<file path="config.mk">
export PLATFORM = sky130hd
export DESIGN_NAME = power_supply_sequencer
export DESIGN_NICKNAME = d
export VERILOG_FILES = /design/src/design/pss_pkg.sv /design/src/design/power_supply_sequencer.sv
export SDC_FILE = /design/constraint.sdc
export NUM_CORES = 1
export LEC_CHECK = 0
export ABC_AREA = 1
export BUFFER_PORTS_ARGS = -buffer_cell sky130_fd_sc_hd__clkbuf_2
export CAP_MARGIN = 20
export CORE_ASPECT_RATIO = 0.8
export CORE_MARGIN = 1
export CORE_UTILIZATION = 50
export DETAILED_ROUTE_END_ITERATION = 8
export MAX_ROUTING_LAYER = met4
export PLACE_DENSITY_LB_ADDON = 0.05
export SLEW_MARGIN = 25
export SYNTH_ARGS = -nofsm -noshare
export SYNTH_HDL_FRONTEND = slang
export SYNTH_SLANG_ARGS = --single-unit
</file>
<file path="constraint.sdc">
create_clock -name clk_i -period 7.95 [get_ports clk_i]
set_clock_uncertainty 0.1 [all_clocks]
set_input_delay 2.385 -clock clk_i [delete_from_list [all_inputs] [get_ports clk_i]]
set_output_delay 2.385 -clock clk_i [all_outputs]
set_load 0.02 [all_outputs]
</file>
<file path="src/design/pss_pkg.sv">
// Shared types, constants, microprogram and action decode for the power supply sequencer.
package pss_pkg;

  // Field widths
  localparam int unsigned CmdW      = 2;
  localparam int unsigned EntryIdxW = 4;
  localparam int unsigned TicksW    = 16;
  localparam int unsigned KindW     = 3;
  localparam int unsigned ByteW     = 8;
  localparam int unsigned FlagsW    = 3;
  localparam int unsigned ActionW   = 4;

  // Configuration port
  localparam int unsigned CfgIdxW  = 1;
  localparam int unsigned CfgDataW = 8;
  localparam int unsigned SeqLenW  = 5;
  localparam logic [CfgIdxW-1:0] CFG_SEQ_LEN  = 1'b0;
  localparam logic [CfgIdxW-1:0] CFG_OVERHEAD = 1'b1;
  localparam logic [SeqLenW-1:0] SeqLenRst    = 5'd16;
  localparam logic [ByteW-1:0]   OverheadRst  = 8'd6;

  // Table depth default
  localparam int unsigned TableDepthDef = 16;

  // Commands
  localparam logic [CmdW-1:0] CMD_WRITE = 2'd0;
  localparam logic [CmdW-1:0] CMD_START = 2'd1;
  localparam logic [CmdW-1:0] CMD_TIMER = 2'd2;

  // Step kinds
  localparam logic [KindW-1:0] KIND_PMIC     = 3'd0;
  localparam logic [KindW-1:0] KIND_GPIO_EN  = 3'd1;
  localparam logic [KindW-1:0] KIND_GPIO_ALT = 3'd2;
  localparam logic [KindW-1:0] KIND_NO_EVENT = 3'd3;
  localparam logic [KindW-1:0] KIND_RTC      = 3'd4;

  // Flag bit positions
  localparam int unsigned FLAG_DOWN_ONLY = 0;
  localparam int unsigned FLAG_UP_ONLY   = 1;
  localparam int unsigned FLAG_DDR       = 2;

  typedef enum logic [ActionW-1:0] {
    ACT_SET_BITS   = 4'd0,
    ACT_CLR_BITS   = 4'd1,
    ACT_PAD_HIGH   = 4'd2,
    ACT_PAD_LOW    = 4'd3,
    ACT_PAD_ALT    = 4'd4,
    ACT_RTC_SET    = 4'd5,
    ACT_RTC_CLR    = 4'd6,
    ACT_TIMER      = 4'd7,
    ACT_POWERED    = 4'd8,
    ACT_DISCHARGED = 4'd9
  } action_e;

  typedef struct packed {
    logic [TicksW-1:0] ticks;
    logic [KindW-1:0]  kind;
    logic [ByteW-1:0]  target;
    logic [ByteW-1:0]  mask;
    logic [FlagsW-1:0] flags;
  } step_t;

  typedef struct packed {
    logic             valid;
    action_e          action;
    logic [ByteW-1:0] target;
    logic [ByteW-1:0] mask;
  } act_t;

  // Micro-operations driving the datapath
  typedef enum logic [2:0] {
    UOP_IDLE       = 3'd0,
    UOP_READ       = 3'd1,
    UOP_EMIT_A     = 3'd2,
    UOP_EMIT_B     = 3'd3,
    UOP_MOVE       = 3'd4,
    UOP_NOP        = 3'd5,
    UOP_EMIT_TIMER = 3'd6,
    UOP_EMIT_END   = 3'd7
  } uop_e;

  // Jump conditions
  typedef enum logic [2:0] {
    COND_NEVER     = 3'd0,
    COND_ALWAYS    = 3'd1,
    COND_NO_WALK   = 3'd2,
    COND_OUT_RANGE = 3'd3,
    COND_NO_NEXT   = 3'd4,
    COND_SAME_TICK = 3'd5
  } cond_e;

  // Microprogram addresses
  localparam int unsigned UpcW = 4;
  localparam logic [UpcW-1:0] ADDR_IDLE  = 4'd0;
  localparam logic [UpcW-1:0] ADDR_CHECK = 4'd1;
  localparam logic [UpcW-1:0] ADDR_ACT_A = 4'd2;
  localparam logic [UpcW-1:0] ADDR_ACT_B = 4'd3;
  localparam logic [UpcW-1:0] ADDR_MOVE  = 4'd4;
  localparam logic [UpcW-1:0] ADDR_READ  = 4'd5;
  localparam logic [UpcW-1:0] ADDR_CMP   = 4'd6;
  localparam logic [UpcW-1:0] ADDR_TIMER = 4'd7;
  localparam logic [UpcW-1:0] ADDR_END   = 4'd8;

  typedef struct packed {
    uop_e            uop;
    cond_e           cond;
    logic [UpcW-1:0] jump;
  } uword_t;

  // Control store: jump when the condition holds, else fall through
  function automatic uword_t ucode(input logic [UpcW-1:0] addr);
    uword_t w;
    unique case (addr)
      ADDR_IDLE:  w = '{uop: UOP_IDLE,       cond: COND_NO_WALK,   jump: ADDR_IDLE};
      ADDR_CHECK: w = '{uop: UOP_READ,       cond: COND_OUT_RANGE, jump: ADDR_END};
      ADDR_ACT_A: w = '{uop: UOP_EMIT_A,     cond: COND_NEVER,     jump: ADDR_IDLE};
      ADDR_ACT_B: w = '{uop: UOP_EMIT_B,     cond: COND_NEVER,     jump: ADDR_IDLE};
      ADDR_MOVE:  w = '{uop: UOP_MOVE,       cond: COND_NO_NEXT,   jump: ADDR_END};
      ADDR_READ:  w = '{uop: UOP_READ,       cond: COND_NEVER,     jump: ADDR_IDLE};
      ADDR_CMP:   w = '{uop: UOP_NOP,        cond: COND_SAME_TICK, jump: ADDR_ACT_A};
      ADDR_TIMER: w = '{uop: UOP_EMIT_TIMER, cond: COND_ALWAYS,    jump: ADDR_IDLE};
      ADDR_END:   w = '{uop: UOP_EMIT_END,   cond: COND_ALWAYS,    jump: ADDR_IDLE};
      default:    w = '{uop: UOP_NOP,        cond: COND_ALWAYS,    jump: ADDR_IDLE};
    endcase
    return w;
  endfunction

  // Decode the action of one step; second selects the follow-up action of a gpio alt step
  function automatic act_t step_action(input step_t s, input logic up, input logic ddr,
                                       input logic second);
    act_t a;
    logic skip;
    a.valid  = 1'b0;
    a.action = ACT_SET_BITS;
    a.target = '0;
    a.mask   = '0;
    skip = up ? s.flags[FLAG_DOWN_ONLY] : s.flags[FLAG_UP_ONLY];
    if (second) begin
      if (up && !skip && (s.kind == KIND_GPIO_ALT)) begin
        a.valid  = 1'b1;
        a.action = ACT_PAD_ALT;
        a.target = s.target;
      end
    end else if (!skip) begin
      if (up) begin
        unique case (s.kind)
          KIND_GPIO_EN: begin
            a.valid  = 1'b1;
            a.action = ACT_PAD_HIGH;
            a.target = s.target;
          end
          KIND_GPIO_ALT: begin
            a.valid  = 1'b1;
            a.action = ACT_PAD_LOW;
            a.target = s.target;
          end
          KIND_NO_EVENT: begin
            a.valid = 1'b0;
          end
          KIND_RTC: begin
            a.valid  = 1'b1;
            a.action = ACT_RTC_SET;
            a.mask   = s.mask;
          end
          default: begin
            a.valid  = 1'b1;
            a.action = ACT_SET_BITS;
            a.target = s.target;
            a.mask   = s.mask;
          end
        endcase
      end else begin
        unique case (s.kind)
          KIND_GPIO_EN, KIND_GPIO_ALT: begin
            a.valid  = 1'b1;
            a.action = ACT_PAD_LOW;
            a.target = s.target;
          end
          KIND_NO_EVENT: begin
            a.valid = 1'b0;
          end
          KIND_RTC: begin
            a.valid  = 1'b1;
            a.action = ACT_RTC_CLR;
            a.mask   = s.mask;
          end
          default: begin
            // DDR supplies stay on unless their reset was asked for
            a.valid  = !(s.flags[FLAG_DDR] && !ddr);
            a.action = ACT_CLR_BITS;
            a.target = s.target;
            a.mask   = s.mask;
          end
        endcase
      end
    end
    return a;
  endfunction

endpackage

</file>
<file path="src/design/power_supply_sequencer.sv">
// Power supply sequencer: a microcoded walk over a table of supply steps.
// A table write or a start/timer command is taken while the sequencer is idle.
// After acceptance the step at the start position is read and its actions are presented; a
// walk that starts outside the table closes at once. Each further step at the same tick is
// read and presented in turn. A done result closes the walk when no next step remains, else
// a timer request does. Input is ready again in the cycle after the closing result is loaded.
// The microprogram and the single table read port set this order, and output stalls hold
// the walk.
// Reset clears control: position 0, direction up, length 16, overhead 6; the table is
// undefined until written.
module power_supply_sequencer import pss_pkg::*; #(
  parameter int unsigned TableDepth = TableDepthDef
) (
  input  logic                 clk_i,
  input  logic                 rst_ni,
  // configuration writes
  input  logic                 cfg_we_i,
  input  logic [CfgIdxW-1:0]   cfg_idx_i,
  input  logic [CfgDataW-1:0]  cfg_data_i,
  // input channel
  input  logic                 in_valid_i,
  output logic                 in_ready_o,
  input  logic [CmdW-1:0]      command_i,
  input  logic [EntryIdxW-1:0] entry_index_i,
  input  logic [TicksW-1:0]    entry_ticks_i,
  input  logic [KindW-1:0]     entry_kind_i,
  input  logic [ByteW-1:0]     entry_target_i,
  input  logic [ByteW-1:0]     entry_mask_i,
  input  logic [FlagsW-1:0]    entry_flags_i,
  input  logic [EntryIdxW-1:0] start_position_i,
  input  logic                 use_start_position_i,
  input  logic                 direction_i,
  input  logic                 reset_ddr_supply_i,
  // output channel
  output logic                 out_valid_o,
  input  logic                 out_ready_i,
  output logic [ActionW-1:0]   action_o,
  output logic [ByteW-1:0]     target_o,
  output logic [ByteW-1:0]     mask_o,
  output logic [TicksW-1:0]    delay_ticks_o,
  output logic                 last_o
);

  localparam int unsigned IdxW = (TableDepth > 1) ? $clog2(TableDepth) : 1;
  localparam int unsigned PosW = (IdxW > EntryIdxW) ? IdxW : EntryIdxW;
  localparam int unsigned LenW = $clog2(TableDepth + 1);
  localparam int unsigned CmpW = ((PosW > LenW) ? PosW : LenW) + 1;
  localparam int unsigned GapW = TicksW + 2;
  localparam logic [CmpW-1:0] DepthC = CmpW'(TableDepth);

  // Control and configuration state
  logic [UpcW-1:0]    upc_q, upc_d;
  logic [PosW-1:0]    pos_q, pos_d;
  logic               up_q, up_d;
  logic               ddr_q, ddr_d;
  logic [SeqLenW-1:0] seq_len_q;
  logic [ByteW-1:0]   ovh_q;
  logic               out_valid_q, out_valid_d;

  // Datapath payload
  step_t              tbl_q [TableDepth];
  step_t              cur_q;
  logic [TicksW-1:0]  tk_q;
  action_e            out_action_q, out_action_d;
  logic [ByteW-1:0]   out_target_q, out_target_d;
  logic [ByteW-1:0]   out_mask_q, out_mask_d;
  logic [TicksW-1:0]  out_delay_q, out_delay_d;
  logic               out_last_q, out_last_d;

  uword_t             uw;
  act_t               act;
  logic               in_fire, walk_cmd, tbl_we;
  logic [CmpW-1:0]    len, pos_ext, seq_len_ext;
  logic               out_range, no_next, same_tick, take;
  logic               needs_out, out_free, stall, load_out;
  logic [TicksW-1:0]  later, earlier, gap_sat;
  logic signed [GapW-1:0] gap;
  step_t              wr_step;

  // Fetch the control word and decode the current step
  assign uw  = ucode(upc_q);
  assign act = step_action(cur_q, up_q, ddr_q, uw.uop == UOP_EMIT_B);

  assign in_ready_o = (uw.uop == UOP_IDLE);
  assign in_fire    = in_valid_i && in_ready_o;
  assign walk_cmd   = (command_i == CMD_START) || (command_i == CMD_TIMER);
  assign tbl_we     = in_fire && (command_i == CMD_WRITE)
                      && (CmpW'(entry_index_i) < DepthC);

  // Clamp the length in use to 1..TableDepth
  assign seq_len_ext = CmpW'(seq_len_q);
  always_comb begin
    priority if (seq_len_q == '0) begin
      len = CmpW'(1);
    end else if (seq_len_ext > DepthC) begin
      len = DepthC;
    end else begin
      len = seq_len_ext;
    end
  end

  // Walk conditions
  assign pos_ext   = CmpW'(pos_q);
  assign out_range = (pos_ext >= len);
  assign no_next   = up_q ? ((pos_ext + CmpW'(1)) >= len) : (pos_q == '0);
  assign same_tick = (cur_q.ticks == tk_q);

  // Timer gap, saturated at zero
  assign later   = up_q ? cur_q.ticks : tk_q;
  assign earlier = up_q ? tk_q : cur_q.ticks;
  assign gap     = $signed({2'b00, later}) - $signed({2'b00, earlier})
                   - $signed(GapW'(ovh_q));
  assign gap_sat = gap[GapW-1] ? '0 : gap[TicksW-1:0];

  // Output slot handshake
  assign out_free = !out_valid_q || out_ready_i;
  always_comb begin
    unique case (uw.uop)
      UOP_EMIT_A, UOP_EMIT_B:        needs_out = act.valid;
      UOP_EMIT_TIMER, UOP_EMIT_END:  needs_out = 1'b1;
      default:                       needs_out = 1'b0;
    endcase
  end
  assign stall    = needs_out && !out_free;
  assign load_out = needs_out && out_free;

  // Evaluate the jump condition
  always_comb begin
    unique case (uw.cond)
      COND_ALWAYS:    take = 1'b1;
      COND_NO_WALK:   take = !(in_fire && walk_cmd);
      COND_OUT_RANGE: take = out_range;
      COND_NO_NEXT:   take = no_next;
      COND_SAME_TICK: take = same_tick;
      default:        take = 1'b0;
    endcase
  end

  // Sequence the microprogram and update the walk state
  always_comb begin
    upc_d = upc_q;
    pos_d = pos_q;
    up_d  = up_q;
    ddr_d = ddr_q;
    if (!stall) begin
      upc_d = take ? uw.jump : (upc_q + 1'b1);
    end
    unique case (uw.uop)
      UOP_IDLE: begin
        if (in_fire && (command_i == CMD_START)) begin
          if (use_start_position_i) begin
            pos_d = PosW'(start_position_i);
          end
          up_d  = direction_i;
          ddr_d = reset_ddr_supply_i;
        end
      end
      UOP_MOVE: begin
        pos_d = up_q ? (pos_q + 1'b1) : (pos_q - 1'b1);
      end
      UOP_EMIT_END: begin
        if (!stall) begin
          pos_d = up_q ? PosW'(len - CmpW'(1)) : '0;
        end
      end
      default: begin
        pos_d = pos_q;
      end
    endcase
  end

  // Select the next result
  always_comb begin
    out_valid_d  = out_valid_q;
    out_action_d = out_action_q;
    out_target_d = out_target_q;
    out_mask_d   = out_mask_q;
    out_delay_d  = out_delay_q;
    out_last_d   = out_last_q;
    if (out_ready_i) begin
      out_valid_d = 1'b0;
    end
    if (load_out) begin
      out_valid_d = 1'b1;
      unique case (uw.uop)
        UOP_EMIT_TIMER: begin
          out_action_d = ACT_TIMER;
          out_target_d = '0;
          out_mask_d   = '0;
          out_delay_d  = gap_sat;
          out_last_d   = 1'b1;
        end
        UOP_EMIT_END: begin
          out_action_d = up_q ? ACT_POWERED : ACT_DISCHARGED;
          out_target_d = '0;
          out_mask_d   = '0;
          out_delay_d  = '0;
          out_last_d   = 1'b1;
        end
        default: begin
          out_action_d = act.action;
          out_target_d = act.target;
          out_mask_d   = act.mask;
          out_delay_d  = '0;
          out_last_d   = 1'b0;
        end
      endcase
    end
  end

  // Control registers
  always_ff @(posedge clk_i or negedge rst_ni) begin
    if (!rst_ni) begin
      upc_q       <= ADDR_IDLE;
      pos_q       <= '0;
      up_q        <= 1'b1;
      ddr_q       <= 1'b0;
      out_valid_q <= 1'b0;
    end else begin
      upc_q       <= upc_d;
      pos_q       <= pos_d;
      up_q        <= up_d;
      ddr_q       <= ddr_d;
      out_valid_q <= out_valid_d;
    end
  end

  // Configuration registers
  always_ff @(posedge clk_i or negedge rst_ni) begin
    if (!rst_ni) begin
      seq_len_q <= SeqLenRst;
      ovh_q     <= OverheadRst;
    end else if (cfg_we_i) begin
      unique case (cfg_idx_i)
        CFG_SEQ_LEN:  seq_len_q <= cfg_data_i[SeqLenW-1:0];
        CFG_OVERHEAD: ovh_q     <= cfg_data_i;
        default:      ovh_q     <= ovh_q;
      endcase
    end
  end

  // Step table
  assign wr_step = '{ticks: entry_ticks_i, kind: entry_kind_i, target: entry_target_i,
                     mask: entry_mask_i, flags: entry_flags_i};
  always_ff @(posedge clk_i) begin
    if (tbl_we) begin
      tbl_q[IdxW'(entry_index_i)] <= wr_step;
    end
  end

  // Datapath payload registers
  always_ff @(posedge clk_i) begin
    if (uw.uop == UOP_READ) begin
      cur_q <= tbl_q[pos_q[IdxW-1:0]];
    end
    if (uw.uop == UOP_MOVE) begin
      tk_q <= cur_q.ticks;
    end
    out_action_q <= out_action_d;
    out_target_q <= out_target_d;
    out_mask_q   <= out_mask_d;
    out_delay_q  <= out_delay_d;
    out_last_q   <= out_last_d;
  end

  assign out_valid_o   = out_valid_q;
  assign action_o      = out_action_q;
  assign target_o      = out_target_q;
  assign mask_o        = out_mask_q;
  assign delay_ticks_o = out_delay_q;
  assign last_o        = out_last_q;

  // A finished walk leaves the position inside the table in use
  a_end_pos_in_range: assert property (@(posedge clk_i) disable iff (!rst_ni)
    (upc_q == ADDR_IDLE && $past(upc_q) == ADDR_END) |-> (pos_ext < len))
    else $error("position outside table after walk end");

  // The closing result is loaded with last set and control returns to idle
  a_final_loads_last: assert property (@(posedge clk_i) disable iff (!rst_ni)
    (load_out && (uw.uop == UOP_EMIT_TIMER || uw.uop == UOP_EMIT_END))
    |=> (out_valid_o && last_o && upc_q == ADDR_IDLE))
    else $error("closing result not marked last");

  // Only a timer or a done result closes a transaction
  a_last_is_final_kind: assert property (@(posedge clk_i) disable iff (!rst_ni)
    (out_valid_o && last_o) |->
      (action_o == ACT_TIMER || action_o == ACT_POWERED || action_o == ACT_DISCHARGED))
    else $error("last set on a step action");

  // Delay is zero except on a timer request
  a_delay_only_timer: assert property (@(posedge clk_i) disable iff (!rst_ni)
    (out_valid_o && action_o != ACT_TIMER) |-> (delay_ticks_o == '0))
    else $error("nonzero delay on a non-timer action");

endmodule
</file>
; ---- Word level (Yosys, flattened, before mapping)
; Memories as Yosys holds them, arrays and structs flattened. A register that Yosys moved wholly into a read port is not among the register bits.
; Index checks and enable logic that the tools add are counted.
[op_classes]
mux = 32
addsub = 7
reduce_logical = 35
n_lt_le_gt_ge = 3
n_bitwise = 2
n_eq_ne = 21
[ops]
columns = cell, n
row1 = 21-bit 2-to-1 mux, 2
row2 = 16-bit 2-to-1 mux, 2
row3 = 13-bit 2-to-1 mux, 2
row4 = 4-bit 2-to-1 mux, 6
row5 = 3-bit by 2-bit == test with 1-bit output (second input constant), 6
row6 = 3-bit == test (second input constant), 6
row7 = 3-bit case mux with 3 select lines, 2
row8 = 17-bit by 9-bit subtractor with 18-bit output, 1
row9 = 16-bit by 16-bit subtractor with 17-bit output, 1
row10 = 16-bit == test, 1
row11 = 8-bit 2-to-1 mux, 2
row12 = 4-bit case mux with 3 select lines, 1
row13 = 5-bit 2-to-1 mux, 2
row14 = 2-bit OR reduction, 5
row15 = 3-bit by 1-bit == test with 1-bit output (second input constant), 3
row16 = 1-bit logical AND, 9
row17 = 1-bit 2-to-1 mux, 9
row18 = 4-bit by 1-bit adder with 4-bit output (second input constant), 2
row19 = 4-bit case mux with 2 select lines, 1
row20 = 4-bit by 1-bit subtractor with 4-bit output (second input constant), 2
row21 = 1-bit zero test, 6
row22 = 2-bit AND reduction, 3
row23 = 3-bit OR reduction, 2
row24 = 4-bit by 1-bit adder with 5-bit output (second input constant), 1
row25 = other kinds (19), 23
[word_totals]
ramBits = 608
output_inout_bits = 39
input_bits = 65
memories = 2
rom_bits = 128
elab_cells = 115
ff_bits = 77
[mem_list]
columns = name, depth, word_bits, read_ports, rd_clocked_by_memory_dff, wr, line_no
row1 = tbl_q, 16, 38, 1, 1, 1, power_supply_sequencer.sv:61  ; step_t tbl_q [TableDepth];
row2 = (name not given), 16, 8, 1, 0, 0, pss_pkg.sv:113  ; unique case (addr)

; ---- Logic depth before layout (Yosys ltp)
[logic_depth]
ltp_word = 11
ltp_mapped = 27
depth_no_buf = 25

; ---- Worst setup path before layout
; Ideal clock, no wire load.
[synth_timing]
path_kind = input to register
start = in command_i[1]
end = mem tbl_q[10][0] in the netlist's numbering (enable)
required_time_ps = 7417
arrival_ps = 4709
path_stages = 5
path_slack_ps = 2707
path_buffers = 0
setup_ps = 433
path_cell_list = inv_1 ha_1 nor3b_1 nand3_1 nor2_1
[synth_between]
elab_chain_cells = 4
[synth_lines]
columns = item, line_no
row1 = from (decl), power_supply_sequencer.sv:23  ; input logic [CmdW-1:0] command_i,
row2 = 2-bit zero test, power_supply_sequencer.sv:87  ; assign tbl_we = in_fire && (command_i == CMD_WRITE)
row3 = 1-bit logical AND, power_supply_sequencer.sv:87
row4 = 1-bit 2-to-1 mux, power_supply_sequencer.sv:246  ; if (tbl_we) begin
row5 = 1-bit 2-to-1 mux (not written as such), power_supply_sequencer.sv:247  ; tbl_q[IdxW'(entry_index_i)] <= wr_step;
row6 = to (decl), power_supply_sequencer.sv:61
; Every way passes these cells.

; ---- Final worst setup path
[layout_timing]
start = in command_i[1]
end = mem tbl_q[14][26] in the netlist's numbering (enable)
; Same word-level chain as after synthesis.

==> impl_metrics.yaml <==
drt:
  drc: 0
  vias_per_cell: 5.81
  dr_total_vias: 19800
  wirelength_mm: 78.0
  dr.pass1.iters: 5
  first_iter_violations: 2031
  ant_nets: 0
  detail_route.wl_per_cell_um: 22.9
setup_path:
  start_kind: "input pin"
  critPathMaxFanout: 21
  crit_type: "in -> reg"
  path_delay_family: "simple AND/OR/NAND/NOR gates"
  crit_path_max_incr_delay_ns: 0.78
  r2r-start: "up_q$_DFFE_PN1P_"
  reg2reg_depth: 24
  worstPathRequired_ns: 8.12
  cpMaxStageDelayCell: "nor2_4"
  startpoint: "command_i[1]"
  path_buf_inv: 3
  arrival_ns: 5.18
  reg2reg_to: "delay_ticks_o[13]$_SDFFCE_PP0P_"
  r2r_slack_ns: 3.44
  cp_cell_sequence: "clkbuf_2, inv_1, ha_1, nor3b_1, nand3_1, nor2_4, buf_4"
  endpoint_kind: "flop"
job:
  max-cap-violations: 0
die:
  die_h_um: 222
  core_mm2: 0.0598
  die_width_um: 277
  start_util_pct: 50.7
  ioPinCount: 104
  rows: 80
  dieArea_mm2: 0.0616
sta:
  timing.setup.tns_ns: 0
  grt_setup_unrepaired: "false"
  min_period_ns: 5.01
  finalSetupViolations: 0
  final_min_period_over_clock_period_pct: 63.0
  fmax_mhz: 200
  worst_pin_slew_ns: 1.03
  holdWs_ns: 0.395
  slew_viol_final: 0
  relSlewSlack_pct: 31.5
  hold_violations: 0
  layout_setup_ws_ns: 2.94
global_route:
  grt-ovfl-total: 0
  grt_max_degree: 146
  antenna_found_initial: 6
  grt_usage_pct: 26.3
  grt_pass1_vias: 18700
  grt_first_pass_wirelength_mm: 118
yosys:
  synthFlopType: "edfxtp_1"
  synth-async-reset-ratio_pct: 3.32
  synth_most_common_cell: "edfxtp_1"
  synth_edf_count: 699
  syn_nets: 2595
  synth.avg_cell_area_um2: 12.2
  synth_top_area_share_pct: 69.3
  synth_area_leader_cell: "edfxtp_1"
  yosysUniqueCellTypes: 48
  syn_inst: 2483
  ys_top_cells_by_area: "edfxtp_1 (69%), nand2_1 (5.8%), o21ai_0 (4.1%)"
  yosysWarnings: 0
  ys_seq_elements: 723
  ys_top_cells_by_count: "edfxtp_1 (699), nand2_1 (467), o21ai_0 (251), nor2_1 (235), a21oi_1 (123)"
  syn-cell-area_mm2: 0.0303
  ys_seq_area_share_pct: 71.3
cells_and_area:
  n_fill_cell: 4809
  final_cells: 3408
  drive_above_1_share_pct: 12.1
  final_area_mm2: 0.0342
  final_util_pct: 57.2
  syn_to_final_growth_pct: 12.8
  fin_nets: 2685
place:
  io_buffers: 103
  pre_cts_ws_ns: 2.23
  postPlaceCellArea_mm2: 0.0319
  dp_hpwl_mm: 45.7
  gp_congestion: 0.881
  dp.cells: 3276
clock_network:
  worstSkewPairLatency_ns: 0.62
  cts_resized: 0
  cts_max_level: 3
  path_clk_slew_ns: 0.06
  cts_tree: "yes"
  cts_setup_buffers: 0
  cts-root-buf: "clkbuf_16"
  cts_hold_buf: 0
  ctsLongestPathBuffers: 3
  numCtsBuffers: 73
  cts_sinks: 723
power:
  p_leak_nw: 12.1
  power.density_mw_per_mm2: 409
  vdd_drop_max_v: 0.000250
  p_total_mw: 14.0
worst_hold_path:
  worstHoldEndpoint: "ovh_q[1]$_DFFE_PN1P_"
  hold_path_class: "reg -> reg"
  min_delay_path_depth: 2
  hp-start: "ovh_q[1]$_DFFE_PN1P_"
run_status:
  status: "complete, no violations"
## tightest hold or removal path, stage by stage (launching register included)
cell,delay (ns)
dfstp_2,0.37
nand2_1,0.05
o21ai_0,0.07
## cells in the final DEF (no fill, tap or decap), types with 4 or more instances in the layout
cell type	n
clkbuf_1	11
xor2_1	20
clkbuf_2	103
a221oi_1	45
a21oi_1	123
nor2_1	217
inv_2	6
buf_16	6
nand4_1	48
bufinv_16	4
o21ai_0	251
clkinv_2	14
clkbuf_16	75
nand2_1	466
nor3b_1	9
ha_1	44
o22ai_1	50
edfxtp_1	699
o221ai_1	31
dfrtp_1	16
nor2_2	14
buf_4	32
nand3_1	104
inv_1	121
nand2_2	11
clkinv_1	17
xnor2_1	16
nor2_4	19
## kinds of logic (layout without fill, tap and decap cells)
kind of cell | after synthesis | after routing | synth area share [%]
other cells | 0 | 2 | 0
flops | 723 | 723 | 71.3
xor+xnor | 36 | 36 | 1.04
fa+ha+maj | 47 | 47 | 2.01
compound gates | 515 | 515 | 9.84
buf+inv | 257 | 401 | 3.27
simple gates | 905 | 905 | 12.6
## power breakdown
group | internal (mW) | switching [mW]
clock network | 1.87 | 1.44
logic | 1.77 | 3.96
registers | 4.63 | 0.309
## metal layers
layer  wire length, µm  vias up  global-route usage, %
met5                 0        -                      -
met4              1130        0                   5.82
met3              6430       75                   4.20
met2             34000      839                   37.7
met1             36400     9740                   39.6
li1                  -     9157                      -
## layout make-up
cell class              count  area, µm²  area share, %
inverters                 129        492           1.44
repair buffers            143        956           2.80
clock buffers              87       1930           5.65
multi-input cells        1503       7870           23.0
well taps                 779        975           2.85
flip-flops and latches    723      21600           63.2
clock inverters            42        354           1.04
diodes                      2       5.00         0.0146
## worst max-delay path by stage
stage | end | slack, ns | cells after the start
2_1_floorplan | tbl_q[10][0]$_DFFE_PP_ | 2.71 | 5
3_3_place_gp | tbl_q[13][9]$_DFFE_PP_ | 2.31 | 7
3_5_place_dp | tbl_q[12][2]$_DFFE_PP_ | 2.23 | 7
4_1_cts | tbl_q[12][3]$_DFFE_PP_ | 2.90 | 7
5_1_grt | tbl_q[5][0]$_DFFE_PP_ | 2.86 | 7
6_report | tbl_q[14][26]$_DFFE_PP_ | 2.94 | 7
## state kept, by name, summed over array words and instances, names as in the netlist
name           count
upc_q              4
seq_len_q          5
tk_q              16
ovh_q              8
pos_q              4
out_valid_o        1
tbl_q            608
up_q               1
delay_ticks_o     16
action_o           4
ddr_q              1
cur_q             38
last_o             1
mask_o             8
target_o           8
No activity file was read; power rests on OpenSTA's default activity.
